File: src/rtl/grouped_bitmap_block_allocator_defines.svh
// Assertion helpers used by the allocator engine.
`ifndef GROUPED_BITMAP_BLOCK_ALLOCATOR_DEFINES_SVH
`define GROUPED_BITMAP_BLOCK_ALLOCATOR_DEFINES_SVH

// Same-cycle implication, clocked on clk_i, off during reset.
`define GBBA_ASSERT_IMPL(lbl, ante, cons, msg) \
  lbl: assert property (@(posedge clk_i) disable iff (!rst_ni) (ante) |-> (cons)) \
    else $error(msg);

// Next-cycle implication, clocked on clk_i, off during reset.
`define GBBA_ASSERT_NEXT(lbl, ante, cons, msg) \
  lbl: assert property (@(posedge clk_i) disable iff (!rst_ni) (ante) |=> (cons)) \
    else $error(msg);

`endif

File: src/rtl/gbba_pkg.sv
`default_nettype none

package gbba_pkg;

  localparam int BLK_W   = 14;
  localparam int CFG_AW  = 4;
  localparam logic [BLK_W-1:0] BLK_MAX = '1;

  // command codes
  localparam logic [1:0] CMD_ALLOC = 2'd0;
  localparam logic [1:0] CMD_FREE  = 2'd1;
  localparam logic [1:0] CMD_INIT  = 2'd2;

  // register indexes (paddr[3:2])
  localparam logic [1:0] REG_FIRST_DATA_BLOCK = 2'd0;
  localparam logic [1:0] REG_TOTAL_BLOCKS     = 2'd1;
  localparam logic [1:0] REG_GROUPS_IN_USE    = 2'd2;
  localparam logic [1:0] REG_WRITE_LOCK       = 2'd3;

  typedef enum logic [2:0] {
    ST_OK      = 3'd0,
    ST_NOSPACE = 3'd1,
    ST_RDONLY  = 3'd2,
    ST_DOUBLE  = 3'd3,
    ST_RANGE   = 3'd4
  } status_e;

  typedef enum logic [4:0] {
    S_IDLE = 5'b00001,
    S_INIT = 5'b00010,
    S_GSEL = 5'b00100,
    S_SCAN = 5'b01000,
    S_FREE = 5'b10000
  } state_e;

  typedef struct packed {
    logic             first_data_block;
    logic [BLK_W-1:0] total_blocks;
    logic [3:0]       groups_in_use;
    logic             write_lock;
  } cfg_t;

endpackage

`default_nettype wire

File: src/rtl/gbba_cfg_regs.sv
`default_nettype none

module gbba_cfg_regs (
  input  wire logic                       clk_i,
  input  wire logic                       rst_ni,
  input  wire logic                       psel,
  input  wire logic                       penable,
  input  wire logic                       pwrite,
  input  wire logic [gbba_pkg::CFG_AW-1:0] paddr,
  input  wire logic [31:0]                pwdata,
  output logic      [31:0]                prdata,
  output logic                            pready,
  output gbba_pkg::cfg_t                  cfg_o
);
  import gbba_pkg::*;

  cfg_t cfg_q, cfg_d;
  logic wr_en;

  assign pready = 1'b1;
  assign wr_en  = psel & penable & pwrite;
  assign cfg_o  = cfg_q;

  always_comb begin
    cfg_d = cfg_q;
    if (wr_en) begin
      case (paddr[3:2])
        REG_FIRST_DATA_BLOCK: cfg_d.first_data_block = pwdata[0];
        REG_TOTAL_BLOCKS:     cfg_d.total_blocks     = pwdata[BLK_W-1:0];
        REG_GROUPS_IN_USE:    cfg_d.groups_in_use    = pwdata[3:0];
        REG_WRITE_LOCK:       cfg_d.write_lock       = pwdata[0];
        default: ;
      endcase
    end
  end

  always_comb begin
    case (paddr[3:2])
      REG_FIRST_DATA_BLOCK: prdata = {31'd0, cfg_q.first_data_block};
      REG_TOTAL_BLOCKS:     prdata = {{(32-BLK_W){1'b0}}, cfg_q.total_blocks};
      REG_GROUPS_IN_USE:    prdata = {28'd0, cfg_q.groups_in_use};
      REG_WRITE_LOCK:       prdata = {31'd0, cfg_q.write_lock};
      default:              prdata = '0;
    endcase
  end

  always_ff @(posedge clk_i or negedge rst_ni) begin
    if (!rst_ni) begin
      cfg_q.first_data_block <= 1'b0;
      cfg_q.total_blocks     <= BLK_W'(8192);
      cfg_q.groups_in_use    <= 4'd8;
      cfg_q.write_lock       <= 1'b0;
    end else begin
      cfg_q <= cfg_d;
    end
  end

endmodule

`default_nettype wire

File: config.mk
export PLATFORM = sky130hd
export DESIGN_NAME = gbba_cfg_regs
export DESIGN_NICKNAME = d
export VERILOG_FILES = /design/src/rtl/grouped_bitmap_block_allocator_defines.svh /design/src/rtl/gbba_pkg.sv /design/src/rtl/gbba_cfg_regs.sv
export SDC_FILE = /design/constraint.sdc
export NUM_CORES = 1
export LEC_CHECK = 0
export BUFFER_PORTS_ARGS = -buffer_cell sky130_fd_sc_hd__buf_2
export CAP_MARGIN = 20
export CELL_PAD_IN_SITES_DETAIL_PLACEMENT = 1
export CELL_PAD_IN_SITES_GLOBAL_PLACEMENT = 1
export CORE_ASPECT_RATIO = 0.9
export CORE_MARGIN = 3
export CORE_UTILIZATION = 30
export CTS_BUF_LIST = sky130_fd_sc_hd__clkbuf_2
export DETAILED_ROUTE_END_ITERATION = 6
export PLACE_DENSITY_LB_ADDON = 0.15
export SYNTH_ARGS = -nofsm -noshare
export SYNTH_HDL_FRONTEND = slang
export SYNTH_SLANG_ARGS = --single-unit
File: constraint.sdc
create_clock -name clk_i -period 3.6 [get_ports clk_i]
set_clock_uncertainty 0.2 [all_clocks]
set_input_delay 1.08 -clock clk_i [delete_from_list [all_inputs] [get_ports clk_i]]
set_output_delay 1.08 -clock clk_i [all_outputs]
set_load 0.1 [all_outputs]
==> results.sh <==
export IMPL_die_height_um=63.74
export IMPL_cts_max_path_buffers=2
export IMPL_route_detailed_wl_per_inst_um=14.01
export IMPL_syn_inst=86
export IMPL_critical_path_startpoint="paddr[2]"
export IMPL_cts_setup_buffers=0
export IMPL_regToRegEndpoint="cfg_o[17]$_DFFE_PN0P_"
export IMPL_peakVddDrop_mv=0.3015
export IMPL_clk_insertion_delay_late_ps=310
export IMPL_total_switching_power_mw=0.7823
export IMPL_cts_max_level=1
export IMPL_p_per_area_mw_per_mm2=828.2
export IMPL_core_area_mm2=0.003453
export IMPL_synthTopCellsByArea="sky130_fd_sc_hd__dfrtp_1 (41%), sky130_fd_sc_hd__mux2_4 (14%), sky130_fd_sc_hd__buf_4 (13%), sky130_fd_sc_hd__mux2_2 (10%), sky130_fd_sc_hd__and2_1 (5.6%)"
export IMPL_whs_ps=352.8
export IMPL_port_buffers=54
export IMPL_clk_root_buffer_cell="sky130_fd_sc_hd__clkbuf_2"
export IMPL_fmax_ghz=0.2995
export IMPL_timing_max_transition_violations_final=0
export IMPL_crit_arrival_ps=2060
export IMPL_post_route_drc_count=0
export IMPL_count_of_vias_placed_by_the_detailed_router=819
export IMPL_post_detailed_placement_half_perimeter_wirelength_um=2168
export IMPL_initial_utilization_pct=32.17
export IMPL_clkSlewWorstSetupHoldPaths_ps=200
export IMPL_synth_top_cell_area_share_pct=40.54
export IMPL_placement_rows=20
export IMPL_post_route_period_util_pct=92.76
export IMPL_postLayoutCoreUtil_pct=46.23
export IMPL_cp_end_kind="primary output"
export IMPL_layout_commonest_cell="sky130_fd_sc_hd__buf_2"
export IMPL_timing_final_setup_violations=0
export IMPL_post_route_cells_drive_above_1_share_pct=60.14
export IMPL_cts_made_buffers=3
export IMPL_final_layout_setup_total_negative_slack_ps=0
export IMPL_crit_path_max_fanout=5
export IMPL_place_congestion=0.7004
export IMPL_n_antenna_cell=0
export IMPL_timing_final_hold_violations=0
export IMPL_timing_hold_worst_path_depth=1
export IMPL_grt_pass1_vias=817
export IMPL_drt_iter0_markers=17
export IMPL_setup_worst_path_start_class="input pin"
export IMPL_global_route_overflow_total=0
export IMPL_grt_antenna_before_repair=0
export IMPL_swShare_pct=59.16
export IMPL_die_area_mm2=0.004471
export IMPL_power_share_combinational_pct=63.4
export IMPL_ys_warnings_count=0
export IMPL_pwr_share_seq_pct=24.1
export IMPL_r2r_slack_ps=2600
export IMPL_cts_hold_repair_buffers=0
export IMPL_largest_register_ffs=20
export IMPL_syn_cell_area_mm2=0.001111
export IMPL_die_width_um=70.15
export IMPL_timing_worst_setup_path_type="input pin to primary output"
export IMPL_drtAntennaViolNets=0
export IMPL_pwr_share_clk_pct=12.5
export IMPL_rr_worst_depth=1
export IMPL_synth_seq_cells=20
export IMPL_grt_util_all_layers_pct=11.77
export IMPL_cell_internal_pwr_mw=0.5400
export IMPL_grt_start_max_net_pins=21
export IMPL_status="complete, no violations"
export IMPL_clock_sink_count=20
export IMPL_leakagePower_nw=0.8059
export IMPL_synth_largest_area_cell="sky130_fd_sc_hd__dfrtp_1"
export IMPL_tritoncts_clock_tree="yes"
export IMPL_layout_min_cycle_time_ps=3339
export IMPL_maxCapViolations=0
export IMPL_crit_path_end="prdata[0]"
export IMPL_hold_class="register to register"
export IMPL_grt_setup_unrepaired="no"
export IMPL_worstPathRequired_ps=2320
export IMPL_layout_common_cells="sky130_fd_sc_hd__buf_2 (41), sky130_fd_sc_hd__conb_1 (19), sky130_fd_sc_hd__dfrtp_1 (18), sky130_fd_sc_hd__buf_12 (13)"
export IMPL_syn2layout_area_growth_pct=43.69
export IMPL_synth_cell_types=18
export IMPL_register_area_share_after_synthesis_pct=45.27
export IMPL_pin_count=94
export IMPL_wire_length_of_the_first_global_routing_pass_um=4160
export IMPL_route_final_wire_length_um=2619
export IMPL_final_nets=185
export IMPL_post_synth_cell_area_avg_um2=12.92
export IMPL_post_drt_via_cell_ratio=4.380
export IMPL_timing_rr_start="cfg_o[17]$_DFFE_PN0P_"
export IMPL_drt_first_pass_iters=3
export IMPL_cts_repair_resize_count=0
-- worst max-delay path, cell delays in order --
cell	delay, ps
sky130_fd_sc_hd__buf_2	140
sky130_fd_sc_hd__mux4_1	540
sky130_fd_sc_hd__buf_2	300
-- per-stage QoR --
stage | cell area (um^2) | power, mW | instances | setup WS [ps]
3_5_place_dp | 1551 | 1.167 | 183 | 258.1
5_1_grt | 1597 | 1.370 | 187 | 210.3
6_report | 1597 | 1.322 | 187 | 260.7
2_1_floorplan | 1175 | 1.019 | 103 | 40.14
4_1_cts | 1597 | 1.336 | 187 | 258.4
3_3_place_gp | 1551 | 1.158 | 183 | 259.2
-- how the worst min path moves through the flow --
stage                                     start                    end  slack [ps]
after detailed placement  cfg_o[14]$_DFFE_PN0P_  cfg_o[14]$_DFFE_PN0P_         310
after global routing       cfg_o[5]$_DFFE_PN0P_   cfg_o[5]$_DFFE_PN0P_         380
after global placement    cfg_o[10]$_DFFE_PN0P_  cfg_o[10]$_DFFE_PN0P_         310
after floorplan                          rst_ni   cfg_o[0]$_DFFE_PN0P_         580
after CTS                 cfg_o[12]$_DFFE_PN0P_  cfg_o[12]$_DFFE_PN0P_         360
final                     cfg_o[10]$_DFFE_PN0P_  cfg_o[10]$_DFFE_PN0P_         350
-- cell type report --
| class | count | area (um^2) |
|---|---|---|
| clock inverters | 1 | 30.03 |
| multi-input cells | 61 | 501.7 |
| fillers | 388 | 1857 |
| inverters | 1 | 3.754 |
| flip-flops and latches | 20 | 503.0 |
| repair buffers | 57 | 488.0 |
| well taps | 44 | 55.05 |
| clock buffers | 3 | 15.01 |
-- cells in the mapped netlist (all sizes together) --
| cell | instances |
|---|---|
| mux4 | 1 |
| nand3 | 1 |
| conb | 2 |
| dfstp | 2 |
| buf | 20 |
| and2b | 1 |
| nor2 | 3 |
| mux2 | 20 |
| clkbuf | 1 |
| and2 | 10 |
| nor3 | 2 |
| a22o | 3 |
| inv | 1 |
| dfrtp | 18 |
| nand4 | 1 |
-- cells by family (layout without fill, tap and decap cells) --
group | count (synthesis) | after routing | share of synthesized area (%)
DFF | 20 | 20 | 45.27
other | 2 | 19 | 0.6759
AOI/OAI and AO/OA | 3 | 3 | 2.365
muxes | 21 | 21 | 26.01
buffers and inverters | 22 | 62 | 15.32
and+or+nand+nor | 18 | 18 | 10.36
-- layer usage --
metal,global-route usage [%],vias up,wire (um)
li1,-,367,-
met5,0,-,0
met2,19.22,45,1259
met4,3.589,0,12
met1,14.55,405,1051
met3,4.245,2,295
-- power by group through the flow --
stage / registers, mW / logic, mW / clock network (mW)
after floorplan: 0.706 / 0.314 / 0
after global placement: 0.320 / 0.838 / 0
after detailed placement: 0.323 / 0.844 / 0
after CTS: 0.320 / 0.844 / 0.172
after global routing: 0.329 / 0.858 / 0.183
final: 0.318 / 0.839 / 0.165
Note: power is estimated with default switching activity, not from simulation.
